===== config.mk =====
export PLATFORM = sky130hd
export DESIGN_NAME = bounded_set_table
export DESIGN_NICKNAME = d
export VERILOG_FILES = /design/src/hw/rtl/bst_pkg.sv /design/src/hw/rtl/bst_ctrl.sv /design/src/hw/rtl/bst_datapath.sv /design/src/hw/rtl/bounded_set_table.sv
export SDC_FILE = /design/constraint.sdc
export NUM_CORES = 1
export LEC_CHECK = 0
export BUFFER_PORTS_ARGS = -buffer_cell sky130_fd_sc_hd__clkbuf_2
export CORE_AREA = 2 2 256 258
export CTS_BUF_LIST = sky130_fd_sc_hd__clkbuf_2 sky130_fd_sc_hd__clkbuf_4 sky130_fd_sc_hd__clkbuf_8
export CTS_CLUSTER_SIZE = 20
export DETAILED_ROUTE_END_ITERATION = 6
export DIE_AREA = 0 0 258 260
export SLEW_MARGIN = 10
export SYNTH_ARGS = -nofsm -noshare
export SYNTH_HDL_FRONTEND = slang
export SYNTH_SLANG_ARGS = --single-unit

===== constraint.sdc =====
create_clock -name clock -period 4.3 [get_ports clock]
set_input_delay 0.43 -clock clock [delete_from_list [all_inputs] [get_ports clock]]
set_output_delay 0.43 -clock clock [all_outputs]
set_load 0.05 [all_outputs]

===== src/hw/rtl/bst_pkg.sv =====
// Shared constants, codes and control structures of the bounded set table.
package bst_pkg;

   localparam int DEPTH = 16;
   localparam int IDX_W = $clog2(DEPTH);
   localparam int CNT_W = IDX_W + 1;
   localparam int VAL_W = 32;

   localparam logic [CNT_W-1:0] DEPTH_CNT = CNT_W'(DEPTH);
   localparam logic [CNT_W-1:0] CAP_RESET = CNT_W'(16);

   localparam logic [1:0] FUNC_INSERT = 2'd0;
   localparam logic [1:0] FUNC_REMOVE = 2'd1;
   localparam logic [1:0] FUNC_LOOKUP = 2'd2;

   localparam logic [1:0] STATUS_DONE    = 2'd0;
   localparam logic [1:0] STATUS_MISS    = 2'd1;
   localparam logic [1:0] STATUS_FULL    = 2'd2;

   typedef struct packed {
      logic load;
      logic step;
      logic commit;
   } dp_cmd_type;

   typedef struct packed {
      logic search_end;
   } dp_sts_type;

   typedef struct packed {
      logic [1:0]       status;
      logic             found;
      logic [IDX_W-1:0] slot;
      logic [CNT_W-1:0] count;
   } rsp_type;

endpackage


===== src/hw/rtl/bst_ctrl.sv =====
// Controller state machine that sequences search and update of the bounded set table.
module bst_ctrl
   import bst_pkg::*;
(
   input  logic       clock,
   input  logic       reset,
   input  logic       req_valid,
   output logic       req_stall,
   input  logic       out_free,
   input  dp_sts_type dp_sts,
   output dp_cmd_type dp_cmd
);

   typedef enum logic [1:0] {
      ST_IDLE,
      ST_SEARCH,
      ST_DECIDE
   } state_type;

   state_type state_ff;
   state_type state_in;

   always_comb begin
      dp_cmd   = '0;
      state_in = state_ff;
      case (state_ff)
         ST_IDLE: begin
            if (req_valid) begin
               dp_cmd.load = 1'b1;
               state_in    = ST_SEARCH;
            end
         end
         ST_SEARCH: begin
            if (dp_sts.search_end) begin
               state_in = ST_DECIDE;
            end else begin
               dp_cmd.step = 1'b1;
            end
         end
         ST_DECIDE: begin
            if (out_free) begin
               dp_cmd.commit = 1'b1;
               state_in      = ST_IDLE;
            end
         end
         default: begin
            state_in = ST_IDLE;
         end
      endcase
   end

   assign req_stall = (state_ff != ST_IDLE);

   always_ff @(posedge clock) begin
      if (reset) begin
         state_ff <= ST_IDLE;
      end else begin
         state_ff <= state_in;
      end
   end

endmodule


===== src/hw/rtl/bst_datapath.sv =====
// Datapath of the bounded set table: entry store, live count, search index and result logic.
module bst_datapath
   import bst_pkg::*;
(
   input  logic                    clock,
   input  logic                    reset,
   input  dp_cmd_type              dp_cmd,
   output dp_sts_type              dp_sts,
   input  logic [1:0]              req_func,
   input  logic signed [VAL_W-1:0] req_value,
   input  logic                    csr_wr_en,
   input  logic [CNT_W-1:0]        csr_wr_data,
   output rsp_type                 result
);

   logic [VAL_W-1:0] entries_ff [DEPTH];

   logic [CNT_W-1:0] cap_ff,   cap_in;
   logic [CNT_W-1:0] count_ff, count_in;
   logic [CNT_W-1:0] idx_ff,   idx_in;
   logic             hit_ff,   hit_in;
   logic [IDX_W-1:0] slot_ff,  slot_in;
   logic [1:0]       func_ff;
   logic [VAL_W-1:0] value_ff;

   logic [IDX_W-1:0] last_idx;
   logic [IDX_W-1:0] rd_addr;
   logic [VAL_W-1:0] rd_data;
   logic             match;
   logic [CNT_W-1:0] cap_eff;
   logic             allocated;
   logic             is_ins;
   logic             is_rem;
   logic             ins_ok;
   logic             rem_ok;

   always_comb begin
      last_idx  = IDX_W'(count_ff - CNT_W'(1));
      rd_addr   = dp_cmd.commit ? last_idx : idx_ff[IDX_W-1:0];
      rd_data   = entries_ff[rd_addr];
      match     = (idx_ff < count_ff) && (rd_data == value_ff);
      cap_eff   = (cap_ff > DEPTH_CNT) ? DEPTH_CNT : cap_ff;
      allocated = (cap_eff != '0);
      is_ins    = (func_ff == FUNC_INSERT);
      is_rem    = (func_ff == FUNC_REMOVE);
      ins_ok    = allocated && is_ins && (count_ff < cap_eff) && !hit_ff;
      rem_ok    = allocated && is_rem && hit_ff;
   end

   assign dp_sts.search_end = hit_ff || (idx_ff >= count_ff);

   always_comb begin
      if (!allocated) begin
         result.status = STATUS_FULL;
      end else if (is_ins) begin
         if (count_ff >= cap_eff) begin
            result.status = STATUS_FULL;
         end else if (hit_ff) begin
            result.status = STATUS_MISS;
         end else begin
            result.status = STATUS_DONE;
         end
      end else begin
         result.status = hit_ff ? STATUS_DONE : STATUS_MISS;
      end
      result.found = allocated && hit_ff;
      if (!allocated) begin
         result.slot = '0;
      end else if (ins_ok) begin
         result.slot = count_ff[IDX_W-1:0];
      end else begin
         result.slot = slot_ff;
      end
      if (ins_ok) begin
         result.count = count_ff + CNT_W'(1);
      end else if (rem_ok) begin
         result.count = count_ff - CNT_W'(1);
      end else begin
         result.count = count_ff;
      end
   end

   always_comb begin
      cap_in   = csr_wr_en ? csr_wr_data : cap_ff;
      idx_in   = idx_ff;
      hit_in   = hit_ff;
      slot_in  = slot_ff;
      count_in = count_ff;
      if (dp_cmd.load) begin
         idx_in  = '0;
         hit_in  = 1'b0;
         slot_in = '0;
      end else if (dp_cmd.step) begin
         if (match) begin
            hit_in  = 1'b1;
            slot_in = idx_ff[IDX_W-1:0];
         end else begin
            idx_in = idx_ff + CNT_W'(1);
         end
      end
      if (dp_cmd.commit) begin
         count_in = result.count;
      end
   end

   always_ff @(posedge clock) begin
      if (reset) begin
         cap_ff   <= CAP_RESET;
         count_ff <= '0;
         idx_ff   <= '0;
         hit_ff   <= 1'b0;
         slot_ff  <= '0;
      end else begin
         cap_ff   <= cap_in;
         count_ff <= count_in;
         idx_ff   <= idx_in;
         hit_ff   <= hit_in;
         slot_ff  <= slot_in;
      end
   end

   // The captured request and the entry store carry no reset.
   always_ff @(posedge clock) begin
      if (dp_cmd.load) begin
         func_ff  <= req_func;
         value_ff <= req_value;
      end
      if (dp_cmd.commit && ins_ok) begin
         entries_ff[count_ff[IDX_W-1:0]] <= value_ff;
      end else if (dp_cmd.commit && rem_ok) begin
         entries_ff[slot_ff] <= rd_data;
      end
   end

endmodule


===== src/hw/rtl/bounded_set_table.sv =====
// Top level of the bounded set table: controller, datapath and response register.
//
// The bounded set table keeps up to sixteen distinct 32-bit signed values together with a
// live count. Each request transaction asks for an insert, a remove or a lookup of one
// value and yields exactly one response transaction carrying a status, a found flag, the
// slot index and the count after the operation. A request is taken only while the block
// is idle; it then searches the live entries one per clock cycle through a single read port
// of the entry store, so the time a request occupies the block grows with the live count;
// the search loop over the store sets it, and a stalled response register extends it.
// Removal moves the last live entry into the freed slot, so slot numbers of other
// values can change. A finished response waits in an output register, so the next request
// is accepted while the previous response is still stalled. The capacity register resets
// to sixteen; values above sixteen act as sixteen and zero marks the set as unallocated,
// in which case every request answers full and leaves the contents alone. The capacity
// should be written only while no request is in progress.
module bounded_set_table
   import bst_pkg::*;
(
   input  logic                    clock,
   input  logic                    reset,
   input  logic                    req_valid,
   output logic                    req_stall,
   input  logic [1:0]              req_func,
   input  logic signed [VAL_W-1:0] req_value,
   output logic                    rsp_valid,
   input  logic                    rsp_stall,
   output logic [1:0]              rsp_status,
   output logic                    rsp_found,
   output logic [IDX_W-1:0]        rsp_slot,
   output logic [CNT_W-1:0]        rsp_count,
   input  logic                    csr_wr_en,
   input  logic [CNT_W-1:0]        csr_wr_data
);

   dp_cmd_type dp_cmd;
   dp_sts_type dp_sts;
   rsp_type    result;
   rsp_type    rsp_ff;
   logic       rsp_valid_ff, rsp_valid_in;
   logic       out_free;

   // The response register may be refilled when it is empty or its transaction completes.
   assign out_free = !rsp_valid_ff || !rsp_stall;

   bst_ctrl u_ctrl (
      .clock     (clock),
      .reset     (reset),
      .req_valid (req_valid),
      .req_stall (req_stall),
      .out_free  (out_free),
      .dp_sts    (dp_sts),
      .dp_cmd    (dp_cmd)
   );

   bst_datapath u_datapath (
      .clock       (clock),
      .reset       (reset),
      .dp_cmd      (dp_cmd),
      .dp_sts      (dp_sts),
      .req_func    (req_func),
      .req_value   (req_value),
      .csr_wr_en   (csr_wr_en),
      .csr_wr_data (csr_wr_data),
      .result      (result)
   );

   always_comb begin
      if (dp_cmd.commit) begin
         rsp_valid_in = 1'b1;
      end else if (!rsp_stall) begin
         rsp_valid_in = 1'b0;
      end else begin
         rsp_valid_in = rsp_valid_ff;
      end
   end

   always_ff @(posedge clock) begin
      if (reset) begin
         rsp_valid_ff <= 1'b0;
      end else begin
         rsp_valid_ff <= rsp_valid_in;
      end
   end

   // The response payload is loaded only when a request completes.
   always_ff @(posedge clock) begin
      if (dp_cmd.commit) begin
         rsp_ff <= result;
      end
   end

   assign rsp_valid  = rsp_valid_ff;
   assign rsp_status = rsp_ff.status;
   assign rsp_found  = rsp_ff.found;
   assign rsp_slot   = rsp_ff.slot;
   assign rsp_count  = rsp_ff.count;

endmodule

Word-level counts from Yosys, hierarchy flattened

Memory sizes are Yosys's and may differ from the RTL's.
Cells that the tools add are included.

Register bits after elaboration: 69
Bits in writable memories: 512
Input bits: 44
Output and inout port bits: 14
Logic and storage cells: 83
Memories kept: 1

Memories:

| name                  | depth | bits a word | rd ports | clocked after memory_dff | write ports | RTL line           | text |
|---|---|---|---|---|---|---|---|
| u_datapath.entries_ff | 16    | 32          | 1        | 0                        | 1           | bst_datapath.sv:16 | `logic [VAL_W-1:0] entries_ff [DEPTH];` |

Add/sub/neg operators: 3
Magnitude comparators: 5
Equal/unequal tests: 8
Mux-type cells: 29
Bitwise operators: 1
Reductions and logical operators: 23

Operators by type and width:

| operator                                                                 | number |
|---|---|
| 32-bit equality test                                                     | 1 |
| 32-bit two-way mux                                                       | 1 |
| 32-bit OR reduction                                                      | 1 |
| 1-bit two-way mux                                                        | 16 |
| 5-bit two-way mux                                                        | 3 |
| 4-bit two-way mux                                                        | 3 |
| 5-bit by 1-bit adder with 5-bit output (second input constant)           | 2 |
| 5-bit greater-or-equal comparator                                        | 2 |
| 5-bit < comparator                                                       | 2 |
| 2-bit two-way mux                                                        | 5 |
| 1-bit logical AND                                                        | 9 |
| 2-bit inequality test (second input constant)                            | 3 |
| 2-bit case mux with 3 select lines                                       | 1 |
| 5-bit > comparator (second input constant)                               | 1 |
| 5-bit nonzero test                                                       | 1 |
| 5-bit by 1-bit subtractor with 5-bit output (second input constant)      | 1 |
| 2-bit by 1-bit equality test with 1-bit output (second input constant)   | 2 |
| 2-bit logical NOT                                                        | 2 |
| 2-bit AND reduction                                                      | 2 |
| 1-bit logical NOT                                                        | 3 |
| 3-bit AND reduction                                                      | 1 |
| 2-bit equality test (second input constant)                              | 1 |
| 1-bit logical OR                                                         | 2 |
| 2-bit by 1-bit inequality test with 1-bit output (second input constant) | 1 |
| 3 further kinds                                                          | 3 |

Depth between registers and ports, before layout

Gate-level depths: netlist (run 1).

Depth after elaboration: 11
Mapped depth: 19
Mapped depth without buffers: 14

Cells and area by module

From an unflattened synthesis (run 1), not the netlist that was laid out.

Cell total of the unflattened synthesis: 1407
Area total of the unflattened synthesis: 23951.7 um^2

Modules (own cells, without submodules):

| module            | times used | cells an instance | area an instance (um^2) | seq. area each (um^2) |
|---|---|---|---|---|
| bst_datapath      | 1          | 1377              | 23445.0                 | 16796.1 |
| bounded_set_table | 1          | 16                | 392.9                   | 380.4 |
| bst_ctrl          | 1          | 14                | 113.9                   | 40.0 |

Worst setup path before layout (run 1)

OpenSTA, ideal clock, no wires.

Path kind: register to register
Start point: reg u_datapath.cap_ff[4]
End point: mem u_datapath.entries_ff[11][0] (enable)
Library setup time: 421 ps
Data arrival time: 3883 ps
Data required time: 3879 ps
Setup slack: -4 ps
Cell stages (with the launch flop): 13
Path buffers: 1
Clock period less this slack: 4304 ps
Path through: dfxtp_1 > inv_1 > nand2_1 > ha_1 > a21o_1 > a21o_1 > a2111oi_0 > and3b_1 > clkbuf_1 > nor2_1 > nor2_1 > o21ai_0 > nor2_1

Cells in the longest elaborated chain, start to end: 11
Elaborated cells between the ends (all ways): 19
Those cells by class: 2 x order compare; 8 x mux; 9 x reduce/logical

RTL lines:

| element                                                    | RTL line            | text |
|---|---|---|
| start, declared                                            | bst_datapath.sv:18  | `logic [CNT_W-1:0] cap_ff, cap_in;` |
| start signal, assigned                                     | bst_datapath.sv:114 | `cap_ff <= cap_in;` |
| 5-bit > comparator                                         | bst_datapath.sv:42  | `cap_eff = (cap_ff > DEPTH_CNT) ? DEPTH_CNT : cap_ff;` |
| 5-bit two-way mux *                                        | bst_datapath.sv:42  |  |
| branches (longest 9 deep; another with 5-bit < comparator) | --                  |  |
| end, declared                                              | bst_datapath.sv:16  |  |

Every way passes the cells marked *.

Final worst setup path (run 1)

Start point: reg u_datapath.count_ff[1]
End point: reg u_datapath.slot_ff[0]

Cells in the longest elaborated chain, start to end: 6
Elaborated cells between the ends (all ways): 11
Those cells by class: 1 x add/sub; 2 x order compare; 1 x eq/ne; 3 x mux; 3 x reduce/logical; 1 x memory

RTL lines:

| element                                     | RTL line            | text |
|---|---|---|
| start, declared                             | bst_datapath.sv:19  | `logic [CNT_W-1:0] count_ff, count_in;` |
| start signal, assigned                      | bst_datapath.sv:115 | `count_ff <= count_in;` |
| 5-bit by 1-bit subtractor with 5-bit output | --                  |  |
| 4-bit two-way mux                           | bst_datapath.sv:39  | `rd_addr = dp_cmd.commit ? last_idx : idx_ff[IDX_W-1:0];` |
| memory read 16 x 32 bit                     | --                  |  |
| 32-bit equality test                        | bst_datapath.sv:41  | `match = (idx_ff < count_ff) && (rd_data == value_ff);` |
| 1-bit logical AND                           | bst_datapath.sv:41  |  |
| 2-bit AND reduction (no line) *             | --                  |  |
| end signal, assigned                        | bst_datapath.sv:118 | `slot_ff <= slot_in;` |
| end, declared                               | bst_datapath.sv:22  | `logic [IDX_W-1:0] slot_ff, slot_in;` |

Mark *: on every way between the ends. The rest lies on a longest branch, timed or not.
A chain may end at the register's enable or synchronous reset.

==> flow_metrics.tcl, run 1 <==
set metrics [dict create \
    grt_pass1_wl_um 111000 \
    status "complete, no violations" \
    routed_wl_um 76300 \
    synth_edf_count 558 \
    synth-seq-cells 581 \
    grt_max_degree 43 \
    cp.arrival_ps 4820 \
    cts_root_buf "clkbuf_8" \
    maxSlewHeadroom_pct 31.8 \
    hold_viol 0 \
    utilization_pct 47.7 \
    slew_viol_final 0 \
    max_cap_violations 0 \
    holdPathStages 3 \
    rsz0062_at_grt "no" \
    endpoint_kind "register" \
    fin_crit_ps 4180 \
    ff2ff_setup_slack_ps 120 \
    nets 2133 \
    drc 0 \
    ys.flop_type "edfxtp_1" \
    hpwl_um 45100 \
    ys_seq_area_share_pct 67.7 \
    yosysTopAreaCell "edfxtp_1" \
    gr-total-overflow 0 \
    die_x_um 258 \
    core_area_um2 64100 \
    finalPower_mw 12.1 \
    min_to "u_datapath.cap_ff[2]$_SDFFE_PP0P_" \
    min_from "csr_wr_en" \
    clk_pin_slew_ps 70 \
    powerDensity_nw_per_um2 394 \
    finClkSkew_ps 37.0 \
    clkSinkCount 581 \
    cts_buffers 95 \
    yosysWarnings 0 \
    synth_area_leaders "edfxtp_1, mux2i_1, nand2_1" \
    synthCells 1825 \
    start_util_pct 39.7 \
    crit_fanout 29 \
    area_delta_synth_final_pct 20.3 \
    syn_nets 1882 \
    start_kind "register" \
    worstSetupPathType "reg -> reg" \
    leakage_nw 10.6 \
    die_h_um 260 \
    synth.top_cell.area_share_pct 65.9 \
    irDropWorstVdd_mv 0.272 \
    synthDistinctLibCells 88 \
    async_reset_ff_share_pct 0 \
    cts_tree "yes" \
    drt-wirelength-per-cell_um 25.3 \
    clock_path_buffers 3 \
    avgSynthCellArea_um2 13.9 \
    regToRegEndpoint "u_datapath.slot_ff[0]$_SDFFE_PP0P_" \
    cp_data_required_time_ps 4940 \
    fin_setup_tns_ps 0 \
    setup_violations 0 \
    drt_iter0_markers 1858 \
    vias_per_cell 5.72 \
    netlist_area_um2 25400 \
    ios 58 \
    grt_pass1_vias 16700 \
    grt_usage_pct 22.5 \
    placementRows 93 \
    insertion_delay_ps 730 \
    place_congestion 0.891 \
    ant_nets 0 \
    reg2regPathDepth 15 \
    timing.final.crit_share_pct 97.2 \
    htree_num_levels 3 \
    num_vias 17200 \
    num_antenna_cells 0 \
    port_buffers 57 \
    tightestPinTransition_ps 1010 \
    antenna_found_initial 0 \
    max_freq_mhz 239 \
    hold_ws_ps 103 \
    firstDrtPassIters 5 \
    hp-class "in -> reg" \
    die_area_um2 67100 \
    drive_gt1_share_pct 22.7 \
    r2r-start "u_datapath.count_ff[1]$_SDFFE_PP0N_" \
]
[how the worst max path moves through the flow]
stage | startpoint | end | slack [ps] | cells past startpoint
4_1_cts | u_datapath.count_ff[0]$_SDFFE_PP0N_ | u_datapath.slot_ff[0]$_SDFFE_PP0P_ | 3 | 14
2_1_floorplan | u_datapath.cap_ff[4]$_SDFFE_PP1P_ | u_datapath.entries_ff[11][0]$_DFFE_PP_ | -4 | 12
3_3_place_gp | rsp_stall | u_datapath.slot_ff[3]$_SDFFE_PP0P_ | -170 | 16
5_1_grt | u_datapath.count_ff[0]$_SDFFE_PP0N_ | u_datapath.slot_ff[0]$_SDFFE_PP0P_ | 1 | 16
6_report | u_datapath.count_ff[1]$_SDFFE_PP0N_ | u_datapath.slot_ff[0]$_SDFFE_PP0P_ | 120 | 15
3_5_place_dp | u_datapath.count_ff[0]$_SDFFE_PP0N_ | u_datapath.slot_ff[2]$_SDFFE_PP0P_ | -320 | 16
[report_power, final]
group | total, mW | internal (mW) | switching (mW)
clock network | 4.84 | 2.59 | 2.25
logic | 0.913 | 0.358 | 0.555
registers | 6.31 | 6.25 | 0.0536
[routing by layer]
layer / vias to the layer above / global-route usage, % / part of all wire, %
li1: 7624 / - / -
met1: 8650 / 30.3 / 42
met2: 809 / 36.8 / 48
met3: 144 / 3.91 / 7.4
met4: 0 / 7.71 / 2.8
met5: - / 0 / 0
[cell type report]
type / instances / area [µm²]
repair buffers: 271 / 2480
inverters: 24 / 90.1
flip-flops and latches: 581 / 17200
well taps: 855 / 1070
clock buffers: 123 / 1540
multi-input cells: 1103 / 7850
fillers: 5532 / 33500
clock inverters: 53 / 359
[what timing repair did]
action	in CTS	in global routing
endpoints found under the setup margin	10	10
hold buffers	40	0
buffers inserted	4	17
cloned	1	1
endpoints found under the hold margin	39	0
gates resized for setup	14	31
pin swaps	3	8
[layout by cell type (no fill, tap or decap), types with 22 or more instances in the layout]
cell type | Yosys | final
edfxtp_1 | 558 | 558
nand2_1 | 255 | 252
buf_4 | 10 | 135
mux2i_1 | 109 | 105
clkbuf_8 | 0 | 98
and3_1 | 82 | 81
a211oi_1 | 76 | 71
clkbuf_2 | 0 | 57
nor2_1 | 69 | 49
nand3_1 | 47 | 47
o21ai_0 | 48 | 46
dlygate4sd3_1 | 0 | 40
a21oi_1 | 36 | 36
a31oi_1 | 34 | 33
clkinv_1 | 2 | 33
buf_12 | 0 | 32
xnor2_1 | 30 | 29
clkbuf_4 | 0 | 25
xor2_1 | 23 | 23
dfxtp_1 | 23 | 23
inv_1 | 22 | 22
[state kept, by name, summed over array words and instances (netlist names), 2 cells and up]
name	count
u_datapath.func_ff	2
u_ctrl.state_ff	2
u_datapath.entries_ff	512
rsp_count	5
rsp_status	2
rsp_slot	4
u_datapath.cap_ff	5
u_datapath.value_ff	32
u_datapath.slot_ff	4
u_datapath.idx_ff	5
u_datapath.count_ff	5
[critical path, cell delays in order, from the launching register on]
cell and delay, ps:
dfxtp_1 340, inv_1 70, ha_2 430, nand3_4 140, buf_12 200, o211ai_1 210, a211oi_1 90, or4_1 660
a21oi_1 240, nand4_1 250, nor4_4 390, a41oi_2 210, nor4_4 230, buf_4 170, and2b_2 230, mux2i_2 220
[per-stage QoR]
step           setup WS [ps]  std cells  instance area, µm²
2_1_floorplan          -4.33       1825               25400
3_3_place_gp            -171       2771               27800
3_5_place_dp            -321       2771               27800
4_1_cts                 2.90       2992               30300
5_1_grt                0.952       3010               30600
6_report                 120       3010               30600
[cells in the mapped netlist (all sizes together), types with 30 or more instances]
| cell | n |
|---|---|
| a21oi | 39 |
| a211oi | 78 |
| nor2 | 72 |
| xnor2 | 30 |
| mux2i | 110 |
| and3 | 83 |
| clkbuf | 45 |
| nand2 | 258 |
| edfxtp | 558 |
| o21ai | 51 |
| nand3 | 50 |
| buf | 72 |
| a31oi | 34 |
[kinds of logic after synthesis]
family                   synth area share (%)
AND/OR/NAND/NOR                          10.3
multiplexers                             6.20
XOR/XNOR                                 1.82
AO/OA/AOI/OAI                            10.5
adder cells (fa/ha/maj)                 0.639
flip-flops                               67.7
buffers and inverters                    2.84
Note: power is estimated with default switching activity, not from simulation.
==> inputs of run 2 (changes only) <==
==> constraint.sdc (replaced) <==
create_clock -name clock -period 4.3 [get_ports clock]
set_input_delay 0 -clock clock [delete_from_list [all_inputs] [get_ports clock]]
set_output_delay 0 -clock clock [all_outputs]
set_load 0.05 [all_outputs]
==> flow_metrics.tcl, run 2 (synthesized netlist as in run 1, its figures left out) <==
set metrics [dict create \
    cp_cell_sequence "inv_1, ha_4, and3_4, nor2_8, buf_12, buf_12, mux4_2, mux2i_1, xnor2_1, nor4_1, buf_4, a41oi_4, nor4_4, buf_4, buf_4, or4_1, a21boi_0" \
    cts_root_buf "clkbuf_8" \
    tightestPinTransition_ps 1060 \
    endpoint_kind "register" \
    cts_buffers 97 \
    htree_num_levels 3 \
    clk_pin_slew_ps 60 \
    clkSinkCount 581 \
    setup_violations 0 \
    port_buffers 57 \
    fin_setup_tns_ps 0 \
    drt_iter0_markers 1757 \
    crit_fanout 18 \
    ff2ff_setup_slack_ps 170 \
    drc 0 \
    max_freq_mhz 242 \
    cp_common_cell "buf_4" \
    fillerInstances 5515 \
    die_x_um 258 \
    die_area_um2 67100 \
    top_register "u_datapath.entries_ff" \
    grt_pass1_wl_um 111000 \
    largest_registers "u_datapath.entries_ff x512, u_datapath.value_ff x32" \
    regToRegEndpoint "u_datapath.idx_ff[4]$_SDFFE_PP0P_" \
    powerDensity_nw_per_um2 395 \
    timing.final.crit_share_pct 96.0 \
    grt_max_degree 44 \
    clock_path_buffers 3 \
    largest_reg_flops 512 \
    hold_viol 0 \
    grt_pass1_vias 17200 \
    ios 58 \
    multi_input_area_um2 7850 \
    worstSetupEndpoint "u_datapath.idx_ff[4]$_SDFFE_PP0P_" \
    start_kind "register" \
    final_cell_mix "edfxtp_1, nand2_1, buf_4" \
    hold_ws_ps 33.4 \
    drive_gt1_share_pct 22.1 \
    irDropWorstVdd_mv 0.284 \
    hp-class "in -> reg" \
    insertion_delay_ps 730 \
    regArea_um2 17200 \
    setup_slack_ps 174 \
    worst_path_max_delay_cell "mux4_2" \
    hpwl_um 44700 \
    max_cap_violations 0 \
    ant_nets 0 \
    utilization_pct 48.1 \
    place_congestion 0.863 \
    area_delta_synth_final_pct 21.2 \
    placementRows 93 \
    r2r-start "u_datapath.count_ff[0]$_SDFFE_PP0N_" \
    firstDrtPassIters 5 \
    maxSlewHeadroom_pct 28.7 \
    worstSetupPathType "reg -> reg" \
    start_util_pct 39.7 \
    die_h_um 260 \
    fin_crit_ps 4130 \
    reg2regPathDepth 17 \
    slew_viol_final 0 \
    core_area_um2 64100 \
    final_common_cell "edfxtp_1" \
    rsz0062_at_grt "no" \
    startpoint "u_datapath.count_ff[0]$_SDFFE_PP0N_" \
    dp_cells 2775 \
    num_antenna_cells 0 \
    cp.arrival_ps 4750 \
    grt_usage_pct 22.3 \
    antenna_found_initial 0 \
    leakage_nw 10.7 \
    instances_no_fill 3035 \
    status "complete, no violations" \
    cts_tree "yes" \
    gr-total-overflow 0 \
    vias_per_cell 5.73 \
    routed_wl_um 75300 \
    finClkSkew_ps 42.2 \
    drt-wirelength-per-cell_um 24.8 \
    num_vias 17400 \
    cp_data_required_time_ps 4920 \
    nets 2164 \
    cpPeakStageDelay_ps 520 \
    pre_cts_ws_ps -232 \
]
## run 2: layout make-up
type | instances | share of cell area [%]
Multi-Input combinational cell | 1103 | 25.4
Clock buffer | 131 | 5.20
Clock inverter | 41 | 1.16
Sequential cell | 581 | 55.8
Inverter | 24 | 0.292
Timing Repair Buffer | 300 | 8.61
Tap cell | 855 | 3.47
## run 2: what timing repair did
item | CTS | global route
endpoints found under the setup margin | 10 | 10
resized for setup | 7 | 25
buffers inserted | 6 | 0
endpoints found under the hold margin | 62 | 0
hold buffers | 82 | 0
pin swaps | 3 | 2
## run 2: worst min-delay path by stage
stage	start	to	slack [ps]	depth (start not counted)
floorplan	reset	u_ctrl.state_ff[1]$_SDFFE_PP0P_	70	1
global placement	req_value[27]	u_datapath.value_ff[27]$_DFFE_PP_	180	1
detailed placement	req_value[14]	u_datapath.value_ff[14]$_DFFE_PP_	180	1
CTS	req_value[18]	u_datapath.value_ff[18]$_DFFE_PP_	4	2
global route	req_func[1]	u_datapath.func_ff[1]$_DFFE_PP_	10	2
finish	req_value[24]	u_datapath.value_ff[24]$_DFFE_PP_	30	2
## run 2: where the power goes
part	leakage (nW)	switching [mW]	internal (mW)
logic	4.39	0.551	0.362
registers	5.23	0.0533	6.25
clock network	1.03	2.24	2.73
total	10.7	2.85	9.34
## run 2: per-stage QoR
| stage | instance area (µm²) | total power [mW] |
|---|---|---|
| 3_5_place_dp | 27800 | 7.24 |
| 5_1_grt | 30800 | 12.6 |
| 6_report | 30800 | 12.2 |
| 4_1_cts | 30700 | 12.2 |
| 3_3_place_gp | 27800 | 7.23 |
| 2_1_floorplan | 25400 | 6.90 |
## run 2: per-layer routing
metal,GRT usage (%),wire length (µm)
met1,30.7,32000
met2,35.8,35100
met3,3.55,5740
met4,8.41,2450
met5,0,0
## run 2: critical path: cells and delay by family (launching register included)
| family | cells | cell delay, ps |
|---|---|---|
| AND/OR/NAND/NOR | 5 | 990 |
| buffers and inverters | 6 | 970 |
| multiplexers | 2 | 760 |
| AO/OA/AOI/OAI | 2 | 460 |
| flip-flops | 1 | 340 |
| adder cells (fa/ha/maj) | 1 | 290 |
| XOR/XNOR | 1 | 200 |
==> inputs of run 3 (changes only) <==
--- a/config.mk
+++ b/config.mk
@@ -6,11 +6,11 @@
 export NUM_CORES = 1
 export LEC_CHECK = 0
 export BUFFER_PORTS_ARGS = -buffer_cell sky130_fd_sc_hd__clkbuf_2
-export CORE_AREA = 2 2 256 258
+export CORE_AREA = 2 2 336 338
 export CTS_BUF_LIST = sky130_fd_sc_hd__clkbuf_2 sky130_fd_sc_hd__clkbuf_4 sky130_fd_sc_hd__clkbuf_8
 export CTS_CLUSTER_SIZE = 20
 export DETAILED_ROUTE_END_ITERATION = 6
-export DIE_AREA = 0 0 258 260
+export DIE_AREA = 0 0 338 340
 export SLEW_MARGIN = 10
 export SYNTH_ARGS = -nofsm -noshare
 export SYNTH_HDL_FRONTEND = slang
==> flow_metrics.tcl, run 3 (synthesized netlist as in run 1, its figures left out) <==
set metrics [dict create \
    holdPathStages 2 \
    max_freq_mhz 238 \
    worstSetupPathType "reg -> reg" \
    drive_gt1_share_pct 22.7 \
    clkSinkCount 581 \
    dp_cells 3428 \
    drc 0 \
    pwr-share-comb_pct 8.2 \
    r2r-start "u_datapath.count_ff[1]$_SDFFE_PP0N_" \
    gr-total-overflow 0 \
    min_to "u_datapath.value_ff[9]$_DFFE_PP_" \
    drt-wirelength-per-cell_um 21.4 \
    clock_path_buffers 3 \
    num_vias 17600 \
    cts_root_buf "clkbuf_8" \
    reg2regPathDepth 19 \
    htree_num_levels 3 \
    port_buffers 57 \
    irDropWorstVdd_mv 0.191 \
    powerDensity_nw_per_um2 372 \
    top_register "u_datapath.entries_ff" \
    ff2ff_setup_slack_ps 100 \
    final_cell_mix "edfxtp_1, nand2_1, buf_4" \
    cts_buffers 90 \
    fin_crit_ps 4200 \
    grt_usage_pct 13.2 \
    firstDrtPassIters 6 \
    power.switching_mw 2.89 \
    clk_pin_slew_ps 60 \
    grt_pass1_wl_um 113000 \
    hpwl_um 46400 \
    antenna_found_initial 1 \
    hold_ws_ps 37.5 \
    ios 58 \
    maxSlewHeadroom_pct 29.8 \
    instances_no_fill 3689 \
    cp.arrival_ps 4830 \
    cp_data_required_time_ps 4930 \
    regToRegEndpoint "u_datapath.idx_ff[4]$_SDFFE_PP0P_" \
    cts_tree "yes" \
    grt_pass1_vias 16700 \
    leakage_nw 10.7 \
    drt_iter0_markers 2005 \
    vias_per_cell 4.77 \
    die_h_um 340 \
    crit_fanout 11 \
    grt_max_degree 61 \
    min_from "req_value[9]" \
    utilization_pct 28.5 \
    switching_share_pct 24.5 \
    setup_violations 0 \
    fin_setup_tns_ps 0 \
    start_kind "register" \
    status "complete, no violations" \
    largest_reg_flops 512 \
    core_area_um2 112000 \
    insertion_delay_ps 730 \
    start_util_pct 22.8 \
    finClkSkew_ps 49.1 \
    max_cap_violations 0 \
    placementRows 123 \
    routed_wl_um 78900 \
    setup_slack_ps 96.9 \
    pre_cts_ws_ps -269 \
    place_congestion 0.867 \
    hold_viol 0 \
    largest_registers "u_datapath.entries_ff x512, u_datapath.value_ff x32" \
    pwr-share-clk_pct 38.4 \
    endpoint_kind "register" \
    p_seq_share_pct 53.4 \
    ant_nets 0 \
    tightestPinTransition_ps 1050 \
    hp-class "in -> reg" \
    final_common_cell "edfxtp_1" \
    nets 2177 \
    die_area_um2 115000 \
    die_x_um 338 \
    timing.final.crit_share_pct 97.7 \
    area_delta_synth_final_pct 25.0 \
    slew_viol_final 0 \
    power.internal_mw 8.93 \
]
[run 3: cell count changes in the layout (fill, tap and decap cells not counted), sizes merged]
| cell | change |
|---|---|
| nor2 | +1 |
| clkbuf | -4 |
| clkinv | -3 |
| bufinv | -5 |
| buf | +20 |
| dlygate4sd3 | -4 |
| inv | +3 |
| diode | +1 |
[run 3: layout make-up]
type                            count  area (µm²)
Antenna cell                        1        2.50
Clock buffer                      124        1510
Clock inverter                     36         190
Fill cell                       11300       79800
Inverter                           24        90.1
Multi-Input combinational cell   1104        7900
Sequential cell                   581       17200
Tap cell                         1500        1880
Timing Repair Buffer              319        3010
[run 3: per-stage QoR]
step	total power [mW]	instance area, µm²
2_1_floorplan	6.90	25400
3_3_place_gp	7.27	28800
3_5_place_dp	7.27	28800
4_1_cts	11.8	31300
5_1_grt	12.2	31800
6_report	11.8	31800
[run 3: worst max-delay path: stages, from the launching register on]
cell and delay (ps):
dfxtp_1 340, inv_1 80, ha_4 170, xnor2_1 140, buf_4 150, and3_2 250, nor2_4 180, buf_12 160
a2111oi_0 60, or4_1 630, o22a_1 290, nand4_1 150, nor4_4 60, buf_4 150, a41oi_4 280, nor4_4 90
buf_4 150, buf_4 140, or4_1 500, a21boi_2 140
[run 3: timing repair]
action,in CTS,in global routing
resized for setup,9,42
hold buffers,78,0
hold endpoints to repair,62,0
cloned,0,6
setup endpoints to repair,10,10
buffers inserted,0,16
pin swaps,1,15
[run 3: worst max-delay path by stage]
| stage | from | end | slack [ps] |
|---|---|---|---|
| 6_report | u_datapath.count_ff[1]$_SDFFE_PP0N_ | u_datapath.idx_ff[4]$_SDFFE_PP0P_ | 100 |
| 5_1_grt | u_datapath.count_ff[1]$_SDFFE_PP0N_ | u_datapath.idx_ff[4]$_SDFFE_PP0P_ | -20 |
| 4_1_cts | u_datapath.count_ff[0]$_SDFFE_PP0N_ | u_datapath.idx_ff[4]$_SDFFE_PP0P_ | -4 |
| 3_5_place_dp | u_datapath.count_ff[1]$_SDFFE_PP0N_ | u_datapath.slot_ff[2]$_SDFFE_PP0P_ | -270 |
| 3_3_place_gp | u_datapath.count_ff[0]$_SDFFE_PP0N_ | u_datapath.slot_ff[1]$_SDFFE_PP0P_ | -300 |
| 2_1_floorplan | u_datapath.cap_ff[4]$_SDFFE_PP1P_ | u_datapath.entries_ff[11][0]$_DFFE_PP_ | -4 |
[run 3: routing by layer]
metal,wire length [µm],track usage [%]
met4,1980,3.83
met5,0,0
met2,33800,19.2
met3,7370,2.60
met1,35700,19.7
[run 3: power by group through the flow]
stage	combinational, mW	clock [mW]	sequential, mW
floorplan	0.488	0	6.41
global placement	0.839	0	6.43
detailed placement	0.845	0	6.43
CTS	0.911	4.60	6.31
global route	1.04	4.87	6.31
finish	0.974	4.53	6.31
